--- src/hdl/sct_pkg.sv ---
// package: types, codes and character classes for the source tokenizer
`timescale 1ns / 1ps
package sct_pkg;

	localparam int POSITION_BITS_DEF = 16;
	localparam int MAX_RES = 6;
	localparam int CNT_BITS = 3;

	// lexer states
	localparam logic [3:0] ST_NORMAL  = 4'd0;
	localparam logic [3:0] ST_COMMENT = 4'd1;
	localparam logic [3:0] ST_NAME    = 4'd2;
	localparam logic [3:0] ST_RADIX   = 4'd3;
	localparam logic [3:0] ST_BIN     = 4'd4;
	localparam logic [3:0] ST_OCT     = 4'd5;
	localparam logic [3:0] ST_DEC     = 4'd6;
	localparam logic [3:0] ST_HEX     = 4'd7;
	localparam logic [3:0] ST_CHAR    = 4'd8;
	localparam logic [3:0] ST_STRING  = 4'd9;
	localparam logic [3:0] ST_OPER    = 4'd10;

	// token kinds
	localparam logic [3:0] K_OTHER  = 4'd0;
	localparam logic [3:0] K_STRING = 4'd1;
	localparam logic [3:0] K_CHAR   = 4'd2;
	localparam logic [3:0] K_DEC    = 4'd3;
	localparam logic [3:0] K_FLOAT  = 4'd4;
	localparam logic [3:0] K_BIN    = 4'd5;
	localparam logic [3:0] K_OCT    = 4'd6;
	localparam logic [3:0] K_HEX    = 4'd7;
	localparam logic [3:0] K_NAME   = 4'd8;
	localparam logic [3:0] K_OPER   = 4'd9;
	localparam logic [3:0] K_EOF    = 4'd10;
	localparam logic [3:0] K_ERROR  = 4'd11;

	// escape phases
	localparam logic [2:0] ESC_NONE  = 3'd0;
	localparam logic [2:0] ESC_FIRST = 3'd1;
	localparam logic [2:0] ESC_HEX1  = 3'd2;
	localparam logic [2:0] ESC_HEX2  = 3'd3;
	localparam logic [2:0] ESC_OCT2  = 3'd4;
	localparam logic [2:0] ESC_OCT3  = 3'd5;

	localparam logic [0:0] IK_VALUE = 1'b0;
	localparam logic [0:0] IK_END   = 1'b1;

	typedef struct packed {
		logic [7:0] in_byte;
		logic       end_of_input;
	} in_word_t;

	typedef struct packed {
		logic        item_kind;
		logic [7:0]  value_byte;
		logic [3:0]  token_kind;
		logic [15:0] token_row;
		logic [15:0] token_column;
		logic        last_of_run;
	} out_word_t;

	// one run of results from one input word
	typedef struct packed {
		logic [CNT_BITS-1:0] count;
		out_word_t [MAX_RES-1:0] res;
	} run_t;

	function automatic logic is_dig(input logic [7:0] c);
		return c inside {[8'h30:8'h39]};
	endfunction

	function automatic logic is_odig(input logic [7:0] c);
		return c inside {[8'h30:8'h37]};
	endfunction

	function automatic logic is_alpha(input logic [7:0] c);
		return c inside {[8'h61:8'h7A], [8'h41:8'h5A]};
	endfunction

	function automatic logic is_hex(input logic [7:0] c);
		return is_dig(c) || (c inside {[8'h61:8'h66], [8'h41:8'h46]});
	endfunction

	function automatic logic [3:0] hex_val(input logic [7:0] c);
		logic [7:0] t;
		t = 8'h0;
		if (is_dig(c)) t = c - 8'h30;
		else if (c inside {[8'h61:8'h66]}) t = c - 8'h57;
		else t = c - 8'h37;
		return t[3:0];
	endfunction

	function automatic logic is_op(input logic [7:0] c);
		return c inside {"+", "-", "*", "/", "%", "&", "|", "^", "=", "<", ">", "!", "~"};
	endfunction

	function automatic logic is_cop(input logic [7:0] c);
		return c inside {"+", "-", "&", "|", "^", "=", "<", ">"};
	endfunction

endpackage

--- src/hdl/sct_front.sv ---
// front: lexer state machine, turns one input word into a run of results
`timescale 1ns / 1ps
module sct_front import sct_pkg::*; #(
	parameter int POSITION_BITS = POSITION_BITS_DEF
) (
	input  logic     clk,
	input  logic     arst_n,
	input  logic     in_valid,
	output logic     in_ready,
	input  in_word_t in_data,
	output logic     run_valid,
	input  logic     run_ready,
	output run_t     run_data
);

	localparam logic [POSITION_BITS-1:0] PMAX = '1;

	logic [3:0] lex_state_q;
	logic float_seen_q, dot_pending_q, esc_stop_q;
	logic [2:0] escape_phase_q;
	logic [8:0] escape_accum_q;
	logic [POSITION_BITS-1:0] cur_row_q, cur_column_q, start_row_q, start_column_q;

	logic [3:0] n_state;
	logic n_float, n_dot, n_stop;
	logic [2:0] n_phase;
	logic [8:0] n_accum;
	logic [POSITION_BITS-1:0] n_row, n_col, n_srow, n_scol;
	run_t run;

	logic run_valid_q;
	run_t run_q;

	function automatic logic [15:0] clip(input logic [POSITION_BITS-1:0] v);
		logic [31:0] w;
		w = 32'(v);
		return (w > 32'hFFFF) ? 16'hFFFF : w[15:0];
	endfunction

	function automatic logic [POSITION_BITS-1:0] sat_inc(input logic [POSITION_BITS-1:0] v);
		return (v == PMAX) ? v : v + 1'b1;
	endfunction

	// one input word worth of lexing
	always_comb begin
		logic [7:0] b;
		logic relex, stop_dig;
		logic [3:0] dv;
		logic [8:0] acc;
		b = in_data.in_byte;
		relex = 1'b0;
		stop_dig = 1'b0;
		dv = 4'h0;
		acc = 9'h0;
		n_state = lex_state_q;
		n_float = float_seen_q;
		n_dot = dot_pending_q;
		n_stop = esc_stop_q;
		n_phase = escape_phase_q;
		n_accum = escape_accum_q;
		n_row = cur_row_q;
		n_col = sat_inc(cur_column_q);
		n_srow = start_row_q;
		n_scol = start_column_q;
		run = '0;

		if (in_data.end_of_input) begin
			if (dot_pending_q) begin
				run.res[run.count] = '{IK_END, 8'h0, K_OTHER, clip(start_row_q),
					clip(start_column_q), 1'b0};
				run.count = run.count + 1'b1;
			end else begin
				case (lex_state_q)
					ST_COMMENT, ST_STRING, ST_CHAR: begin
						run.res[run.count] = '{IK_END, 8'h0, K_ERROR, clip(start_row_q),
							clip(start_column_q), 1'b0};
						run.count = run.count + 1'b1;
					end
					ST_RADIX: begin
						run.res[0] = '{IK_VALUE, "0", K_OTHER, 16'h0, 16'h0, 1'b0};
						run.res[1] = '{IK_END, 8'h0, K_DEC, clip(start_row_q),
							clip(start_column_q), 1'b0};
						run.count = 3'd2;
					end
					ST_BIN, ST_OCT, ST_HEX, ST_DEC, ST_NAME, ST_OPER: begin
						run.res[0] = '{IK_END, 8'h0,
							(lex_state_q == ST_BIN) ? K_BIN :
							(lex_state_q == ST_OCT) ? K_OCT :
							(lex_state_q == ST_HEX) ? K_HEX :
							(lex_state_q == ST_NAME) ? K_NAME :
							(lex_state_q == ST_OPER) ? K_OPER :
							(float_seen_q ? K_FLOAT : K_DEC),
							clip(start_row_q), clip(start_column_q), 1'b0};
						run.count = 3'd1;
					end
					default: ;
				endcase
			end
			n_dot = 1'b0;
			n_state = ST_NORMAL;
			n_phase = ESC_NONE;
			n_accum = 9'h0;
			n_stop = 1'b0;
			run.res[run.count] = '{IK_END, 8'h0, K_EOF, clip(cur_row_q), clip(n_col), 1'b0};
			run.count = run.count + 1'b1;
		end else if (dot_pending_q) begin
			n_dot = 1'b0;
			if (is_dig(b)) begin
				n_state = ST_DEC;
				n_float = 1'b1;
				run.res[0] = '{IK_VALUE, b, K_OTHER, 16'h0, 16'h0, 1'b0};
				run.count = 3'd1;
			end else begin
				run.res[0] = '{IK_END, 8'h0, K_OTHER, clip(start_row_q),
					clip(start_column_q), 1'b0};
				run.count = 3'd1;
				relex = 1'b1;
			end
		end else begin
			case (lex_state_q)
				ST_COMMENT: begin
					if (b == "#") n_state = ST_NORMAL;
					else if (b == 8'h0A) begin
						n_col = '0;
						n_row = sat_inc(cur_row_q);
					end
				end
				ST_STRING, ST_CHAR: begin
					if (escape_phase_q != ESC_NONE) begin
						case (escape_phase_q)
							ESC_FIRST: begin
								n_accum = 9'h0;
								n_stop = 1'b0;
								n_phase = ESC_NONE;
								run.count = 3'd1;
								case (b)
									"a": run.res[0].value_byte = 8'h07;
									"b": run.res[0].value_byte = 8'h08;
									"t": run.res[0].value_byte = 8'h09;
									"n": run.res[0].value_byte = 8'h0A;
									"v": run.res[0].value_byte = 8'h0B;
									"f": run.res[0].value_byte = 8'h0C;
									"r": run.res[0].value_byte = 8'h0D;
									"x": begin
										n_phase = ESC_HEX1;
										run.count = 3'd0;
									end
									default: begin
										if (is_odig(b)) begin
											n_accum = {6'h0, b[2:0]};
											n_phase = ESC_OCT2;
											run.count = 3'd0;
										end else begin
											run.res[0].value_byte = b;
										end
									end
								endcase
							end
							default: begin
								// digit step of a hex or octal escape
								if (escape_phase_q == ESC_HEX1 || escape_phase_q == ESC_HEX2) begin
									stop_dig = !is_hex(b);
									dv = hex_val(b);
									acc = {escape_accum_q[4:0], dv};
								end else begin
									stop_dig = !is_odig(b);
									dv = {1'b0, b[2:0]};
									acc = {escape_accum_q[5:0], dv[2:0]};
								end
								if (!esc_stop_q) begin
									if (stop_dig) n_stop = 1'b1;
									else n_accum = acc;
								end
								if (escape_phase_q == ESC_HEX1) n_phase = ESC_HEX2;
								else if (escape_phase_q == ESC_OCT2) n_phase = ESC_OCT3;
								else begin
									n_phase = ESC_NONE;
									run.res[0].value_byte = n_accum[7:0];
									run.count = 3'd1;
								end
							end
						endcase
					end else if (b == ((lex_state_q == ST_STRING) ? 8'h22 : 8'h27)) begin
						run.res[0] = '{IK_END, 8'h0,
							(lex_state_q == ST_STRING) ? K_STRING : K_CHAR,
							clip(start_row_q), clip(start_column_q), 1'b0};
						run.count = 3'd1;
						n_state = ST_NORMAL;
					end else if (b == 8'h5C) begin
						n_phase = ESC_FIRST;
					end else begin
						run.res[0].value_byte = b;
						run.count = 3'd1;
					end
				end
				ST_RADIX: begin
					if (b == "b" || b == "B") n_state = ST_BIN;
					else if (b == "x" || b == "X") n_state = ST_HEX;
					else if (b == ".") begin
						n_state = ST_DEC;
						n_float = 1'b1;
						run.res[0].value_byte = "0";
						run.res[1].value_byte = ".";
						run.count = 3'd2;
					end else if (is_odig(b)) begin
						n_state = ST_OCT;
						run.res[0].value_byte = b;
						run.count = 3'd1;
					end else begin
						run.res[0].value_byte = "0";
						run.res[1] = '{IK_END, 8'h0, K_DEC, clip(start_row_q),
							clip(start_column_q), 1'b0};
						run.count = 3'd2;
						relex = 1'b1;
					end
				end
				ST_BIN, ST_OCT, ST_HEX, ST_DEC, ST_NAME, ST_OPER: begin
					logic keep;
					logic [3:0] tk;
					case (lex_state_q)
						ST_BIN:  begin keep = (b == "0" || b == "1" || b == "u"); tk = K_BIN; end
						ST_OCT:  begin keep = is_odig(b) || b == "u"; tk = K_OCT; end
						ST_HEX:  begin keep = is_hex(b) || b == "u"; tk = K_HEX; end
						ST_DEC:  begin
							keep = is_dig(b) || b == "u" || b == ".";
							tk = float_seen_q ? K_FLOAT : K_DEC;
							if (b == ".") n_float = 1'b1;
						end
						ST_NAME: begin keep = is_alpha(b) || is_dig(b) || b == "_"; tk = K_NAME; end
						default: begin keep = is_cop(b); tk = K_OPER; end
					endcase
					if (keep) begin
						run.res[0].value_byte = b;
						run.count = 3'd1;
					end else begin
						run.res[0] = '{IK_END, 8'h0, tk, clip(start_row_q),
							clip(start_column_q), 1'b0};
						run.count = 3'd1;
						relex = 1'b1;
					end
				end
				default: relex = 1'b1;
			endcase
		end

		// normal-state handling, also for a byte that ended a token
		if (relex) begin
			n_state = ST_NORMAL;
			if (b == "#") begin
				n_srow = n_row; n_scol = n_col; n_state = ST_COMMENT;
			end else if (b == 8'h22 || b == 8'h27) begin
				n_srow = n_row; n_scol = n_col;
				n_state = (b == 8'h22) ? ST_STRING : ST_CHAR;
				n_phase = ESC_NONE;
			end else if (b == "0") begin
				n_srow = n_row; n_scol = n_col; n_state = ST_RADIX;
			end else if (b == 8'h0D) begin
				n_col = '0;
			end else if (b == 8'h0A) begin
				n_col = '0;
				n_row = sat_inc(n_row);
			end else if (b > 8'h20) begin
				n_srow = n_row; n_scol = n_col;
				run.res[run.count] = '{IK_VALUE, b, K_OTHER, 16'h0, 16'h0, 1'b0};
				run.count = run.count + 1'b1;
				if (is_dig(b)) begin
					n_state = ST_DEC; n_float = 1'b0;
				end else if (is_alpha(b) || b == "_") begin
					n_state = ST_NAME;
				end else if (is_op(b)) begin
					n_state = ST_OPER;
				end else if (b == ".") begin
					n_dot = 1'b1;
				end else begin
					run.res[run.count] = '{IK_END, 8'h0, K_OTHER, clip(n_row), clip(n_col), 1'b0};
					run.count = run.count + 1'b1;
				end
			end
		end
		if (run.count != 3'd0) run.res[run.count - 1'b1].last_of_run = 1'b1;
	end

	// run register between front and queue
	assign in_ready = !run_valid_q || run_ready;
	assign run_valid = run_valid_q;
	assign run_data = run_q;

	always_ff @(posedge clk or negedge arst_n) begin
		if (!arst_n) begin
			lex_state_q <= ST_NORMAL;
			float_seen_q <= 1'b0;
			dot_pending_q <= 1'b0;
			esc_stop_q <= 1'b0;
			escape_phase_q <= ESC_NONE;
			escape_accum_q <= 9'h0;
			cur_row_q <= POSITION_BITS'(1);
			cur_column_q <= '0;
			start_row_q <= '0;
			start_column_q <= '0;
			run_valid_q <= 1'b0;
		end else begin
			if (in_valid && in_ready) begin
				lex_state_q <= n_state;
				float_seen_q <= n_float;
				dot_pending_q <= n_dot;
				esc_stop_q <= n_stop;
				escape_phase_q <= n_phase;
				escape_accum_q <= n_accum;
				cur_row_q <= n_row;
				cur_column_q <= n_col;
				start_row_q <= n_srow;
				start_column_q <= n_scol;
				run_valid_q <= (run.count != 3'd0);
			end else if (run_ready) begin
				run_valid_q <= 1'b0;
			end
		end
	end

	always_ff @(posedge clk) begin
		if (in_valid && in_ready) run_q <= run;
	end

`ifndef SYNTH
	a_cnt: assert property (@(posedge clk) disable iff (!arst_n)
		run_valid |-> (run_data.count != 3'd0 && run_data.count <= 3'd6))
		else $error("bad run count");
	a_last: assert property (@(posedge clk) disable iff (!arst_n)
		run_valid |-> run_data.res[run_data.count - 1'b1].last_of_run)
		else $error("run without last mark");
	a_hold: assert property (@(posedge clk) disable iff (!arst_n)
		run_valid && !run_ready |=> run_valid && $stable(run_data))
		else $error("run dropped under stall");
`endif

endmodule

--- src/hdl/sct_back.sv ---
// back: short queue of runs and a sequencer that sends one result per cycle while out_ready is high
`timescale 1ns / 1ps
module sct_back import sct_pkg::*; (
	input  logic      clk,
	input  logic      arst_n,
	input  logic      run_valid,
	output logic      run_ready,
	input  run_t      run_data,
	output logic      out_valid,
	input  logic      out_ready,
	output out_word_t out_data
);

	// two-entry queue
	run_t q_mem [2];
	logic wp_q, rp_q;
	logic [1:0] fill_q;
	logic [CNT_BITS-1:0] idx_q;

	logic push, pop, fire;
	run_t head;

	assign head = q_mem[rp_q];
	assign run_ready = (fill_q != 2'd2);
	assign push = run_valid && run_ready;
	assign out_valid = (fill_q != 2'd0);
	assign out_data = head.res[idx_q];
	assign fire = out_valid && out_ready;
	assign pop = fire && (idx_q == head.count - 1'b1);

	always_ff @(posedge clk) begin
		if (push) q_mem[wp_q] <= run_data;
	end

	always_ff @(posedge clk or negedge arst_n) begin
		if (!arst_n) begin
			wp_q <= 1'b0;
			rp_q <= 1'b0;
			fill_q <= 2'd0;
			idx_q <= '0;
		end else begin
			if (push) wp_q <= !wp_q;
			if (pop) begin
				rp_q <= !rp_q;
				idx_q <= '0;
			end else if (fire) begin
				idx_q <= idx_q + 1'b1;
			end
			fill_q <= fill_q + {1'b0, push} - {1'b0, pop};
		end
	end

`ifndef SYNTH
	a_idx: assert property (@(posedge clk) disable iff (!arst_n)
		out_valid |-> idx_q < head.count)
		else $error("sequencer index past run");
	a_pop_last: assert property (@(posedge clk) disable iff (!arst_n)
		pop |-> out_data.last_of_run)
		else $error("run popped before last result");
	a_fill: assert property (@(posedge clk) disable iff (!arst_n)
		fill_q <= 2'd2)
		else $error("queue overfilled");
`endif

endmodule

--- src/hdl/source_char_tokenizer_core.sv ---
// Streaming source tokenizer: one byte or end mark per input word.
// Input channel in_valid/in_ready carries in_data (in_byte, end_of_input).
// Output channel out_valid/out_ready carries out_data: value bytes and token
// end words (kind and start row/column), last_of_run marks the final word
// caused by one input word.
// The front lexes an input word into a run of up to six words, held in a
// run register; a two-run queue feeds the back sequencer, which sends one
// word per cycle while out_ready is high. An accepted word passes the run
// register and the queue before its first output. Words with one result
// go at one per cycle, given out_ready; others send their results in turn.
// Reset (arst_n low) puts the lexer in the normal state at row 1, column 0
// and empties the queue. When the receiver stalls, the queue fills and then
// in_ready drops; nothing is lost or repeated.
`timescale 1ns / 1ps
module source_char_tokenizer_core import sct_pkg::*; #(
	parameter int POSITION_BITS = POSITION_BITS_DEF
) (
	input  logic      clk,
	input  logic      arst_n,
	input  logic      in_valid,
	output logic      in_ready,
	input  in_word_t  in_data,
	output logic      out_valid,
	input  logic      out_ready,
	output out_word_t out_data
);

	logic run_valid, run_ready;
	run_t run_data;

	sct_front #(.POSITION_BITS(POSITION_BITS)) u_front (
		.clk(clk), .arst_n(arst_n),
		.in_valid(in_valid), .in_ready(in_ready), .in_data(in_data),
		.run_valid(run_valid), .run_ready(run_ready), .run_data(run_data)
	);

	sct_back u_back (
		.clk(clk), .arst_n(arst_n),
		.run_valid(run_valid), .run_ready(run_ready), .run_data(run_data),
		.out_valid(out_valid), .out_ready(out_ready), .out_data(out_data)
	);

endmodule

--- config.mk ---
export PLATFORM = sky130hd
export DESIGN_NAME = source_char_tokenizer_core
export DESIGN_NICKNAME = d
export VERILOG_FILES = /design/src/hdl/sct_pkg.sv /design/src/hdl/sct_front.sv /design/src/hdl/sct_back.sv /design/src/hdl/source_char_tokenizer_core.sv
export SDC_FILE = /design/constraint.sdc
export NUM_CORES = 1
export LEC_CHECK = 0
export BUFFER_PORTS_ARGS = -buffer_cell sky130_fd_sc_hd__buf_2
export CAP_MARGIN = 20
export CORE_MARGIN = 5
export CORE_UTILIZATION = 30
export CTS_CLUSTER_SIZE = 8
export DETAILED_ROUTE_END_ITERATION = 6
export PLACE_DENSITY = 0.41
export SLEW_MARGIN = 30
export SYNTH_ARGS = -nofsm -noshare
export SYNTH_HDL_FRONTEND = slang
export SYNTH_SLANG_ARGS = --single-unit
export TNS_END_PERCENT = 5
--- constraint.sdc ---
create_clock -name clk -period 17.04 [get_ports clk]
set_input_delay 3.408 -clock clk [delete_from_list [all_inputs] [get_ports clk]]
set_output_delay 3.408 -clock clk [all_outputs]
set_load 0.05 [all_outputs]
==> flow_summary.json <==
{
  "clock_path_buffers": 3,
  "max-vdd-ir-drop_mv": 0.106,
  "reg2reg_slack_ns": 11.12,
  "die-width_um": 365,
  "ant_nets": 0,
  "slew_violations": 0,
  "combPwrFrac": 0.284,
  "start_util": 0.301,
  "synth_top_area_frac": 0.630,
  "wl_met2_um": 54400,
  "crit_path_frequent_cell": "ha_1",
  "critPathCaptureType": "register",
  "async_flop_share": 0.102,
  "io_buffers": 60,
  "rsz0062_at_grt": "false",
  "ys.flop_type": "edfxtp_1",
  "path_delay_family": "simple AND/OR/NAND/NOR gates",
  "crit_required_ns": 17.50,
  "post-route-period-util": 0.493,
  "synth_top_area_cell": "edfxtp_1",
  "cts_hold_buffers": 0,
  "wl_met1_um": 47800,
  "setup_viol": 0,
  "grt.overflow.total": 0,
  "yosysWarnings": 0,
  "drtIter0Drc": 1560,
  "power_density_nw_per_um2": 177,
  "post-route-cell-area_um2": 43500,
  "antenna_found_initial": 6,
  "synth_edf_count": 792,
  "hold_viol_final": 0,
  "seqPwrFrac": 0.425,
  "fmax_mhz": 119,
  "wl_met3_um": 4570,
  "power.switching_mw": 2.63,
  "wl_per_cell_um": 24.9,
  "first_pass_iters": 5,
  "via_per_inst": 5.06,
  "hold_start": "u_front.run_data[175]",
  "io_pins": 61,
  "synth.avg_cell_area_um2": 14.9,
  "critPathKind": "input port to register",
  "clkSlewWorstSetupHoldPaths_ns": 0.05,
  "crit_start": "in_data[1]",
  "die_h_um": 365,
  "hold_slack_ns": 0.429,
  "critical-path-slowest-cell": "nand2_2",
  "track_usage": 0.164,
  "syn_area_um2": 37700,
  "outcome": "complete, no violations",
  "synth_area_leaders": "edfxtp_1 63%, mux4_2 7.8%, dfrtp_1 5.9%",
  "place_congestion": 0.829,
  "post-cts-setup-buffer-count": 0,
  "final.setup.tns_ns": 0,
  "post_cts_resized": 0,
  "dpl.hpwl_um": 68900,
  "wirelength_um": 109000,
  "place_area_um2": 40000,
  "cts_tree": "yes",
  "r2r-start": "u_front.escape_phase_q[0]",
  "clockRootBuffer": "clkbuf_16",
  "cap_violations": 0,
  "post-route-min-period_ns": 8.40,
  "crit_chain": "buf_2 -> inv_1 -> ha_1 -> mux2_2 -> a2bb2oi_1 -> o2111ai_1 -> a31oi_1 -> nor2_1 -> ha_1 -> xnor2_1 -> nor2b_1 -> nand2_1 -> or4_1 -> nor2_4 -> nand2_2 -> and2_1 -> a22o_1",
  "synth_cells": 2529,
  "dieArea_um2": 133000,
  "ys_ff_latch": 882,
  "synth_commonest_cells": "792 x edfxtp_1, 243 x nand2_1, 180 x nor2_1",
  "diodes": 0,
  "pre_cts_ws_ns": 7.88,
  "fp-row-count": 130,
  "slew_headroom": 0.301,
  "num_vias": 22105,
  "synth.most_common_cell": "edfxtp_1",
  "p_int_mw": 5.07,
  "clock_latency_ns": 0.71,
  "r2r-end": "u_front.run_data[20]",
  "syn2layout_area_growth_pct": 15.3,
  "layout_setup_ws_ns": 8.64,
  "coreArea_um2": 125000,
  "ys_seq_area_frac": 0.690,
  "finalClockSkew_ns": 0.0337,
  "sw_frac_of_total": 0.341,
  "hold_end": "u_back.q_mem[1][175]",
  "cp.buffers_inverters": 2,
  "cts_buffers": 120,
  "worstMarginPinSlew_ns": 1.05,
  "nets": 2648,
  "hold_depth": 0,
  "cts.sinks": 882,
  "pwr-share-clk": 0.291,
  "path_max_fanout": 32,
  "grt_pass1_vias": 23497,
  "startpoint_type": "input port",
  "cp.arrival_ns": 8.86,
  "hold_path_class": "register to register",
  "grt_pass1_wl_um": 161000,
  "highest_layer": "met5",
  "h-tree-depth": 3,
  "drc": 0,
  "drive_above_1_share": 0.160,
  "grt_start_max_net_pins": 138,
  "reg2reg_depth": 14,
  "yosysUniqueCellTypes": 102,
  "cp_slowest_stage_delay_ns": 0.65,
  "p_leak_nw": 14.6
}
==> flip-flops by register name (all words and copies together) (netlist names), 2 cells and up <==
name                    cells
u_front.escape_phase_q      3
u_front.run_data          264
u_front.start_column_q     16
u_front.cur_row_q          16
u_back.q_mem              528
u_front.start_row_q        16
u_back.idx_q                3
u_front.lex_state_q         4
u_front.cur_column_q       16
u_front.escape_accum_q      8
u_back.fill_q               2
==> worst reg2reg max path, stage by stage (launching register included) <==
cell	delay (ns)
dfrtp_1	0.54
nor3_1	0.89
o32ai_1	0.22
o2111ai_1	0.18
a31oi_1	0.22
nor2_1	0.56
ha_1	0.32
xnor2_1	0.21
nor2b_1	0.21
nand2_1	0.10
or4_1	0.56
nor2_4	0.34
nand2_2	0.65
and2_1	0.43
a22o_1	0.23
==> cells in the final DEF (no fill, tap or decap), types with 16 or more instances in the layout <==
cell,instances
edfxtp_1,792
nor3_1,33
nor2b_1,16
buf_2,59
nand3_1,37
nand2b_1,16
and2_1,25
a22o_1,21
nor2_1,176
mux4_2,130
xor2_1,25
buf_4,40
a31oi_1,17
a21oi_1,73
a21o_1,27
o21ai_0,177
clkbuf_16,121
a221oi_1,24
dfrtp_1,85
mux2i_1,65
a22oi_1,17
clkbuf_1,101
inv_1,31
ha_1,22
xnor2_1,25
nand4_1,17
nand2_1,242
conb_1,24
==> kinds of logic after synthesis <==
| group | Yosys count | synth area share |
|---|---|---|
| AND/OR/NAND/NOR | 677 | 0.0864 |
| XOR/XNOR | 52 | 0.0123 |
| other | 1 | 0.0000993 |
| multiplexers | 204 | 0.0974 |
| AO/OA/AOI/OAI | 490 | 0.0842 |
| adder cells (fa/ha/maj) | 23 | 0.00756 |
| flip-flops | 882 | 0.690 |
| buffers and inverters | 200 | 0.0224 |
==> final cells by class <==
class	count	area (um^2)
inverter	33	136
multi-input combinational	1470	11000
tap	1650	2060
clock inverter	7	116
clock buffer	222	3410
sequential	882	26000
timing repair buffer	106	708
fill	12056	81900
==> stage by stage <==
step / util / power (mW) / cells
after floorplan: - / 4.95 / 2552
after global placement: 0.318 / 5.53 / 4138
after detailed placement: 0.319 / 5.58 / 4140
after CTS: 0.347 / 7.86 / 4369
after global routing: 0.347 / 8.11 / 4370
final: 0.347 / 7.70 / 4370
==> routing by layer <==
layer  global-route usage  vias up
met5                    0        -
met4               0.0446        2
met3               0.0254      148
met2                0.283      502
met1                0.215    11470
li1                     -     9983
==> worst max path at each step <==
stage	to	slack (ns)	depth (start not counted)
3_5_place_dp	u_front.run_data[20]	7.88	17
5_1_grt	u_front.run_data[20]	8.31	17
4_1_cts	u_front.run_data[20]	8.64	17
2_1_floorplan	u_back.q_mem[0][0]	4.64	3
6_report	u_front.run_data[20]	8.64	17
3_3_place_gp	u_front.run_data[20]	8.01	17
==> power by group through the flow <==
| stage | clock network [mW] | logic, mW | registers, mW |
|---|---|---|---|
| 2_1_floorplan | 0 | 1.57 | 3.38 |
| 3_3_place_gp | 0 | 2.24 | 3.29 |
| 3_5_place_dp | 0 | 2.26 | 3.33 |
| 4_1_cts | 2.32 | 2.26 | 3.29 |
| 5_1_grt | 2.41 | 2.36 | 3.33 |
| 6_report | 2.24 | 2.18 | 3.27 |
Power figures use the tool's default switching activity.
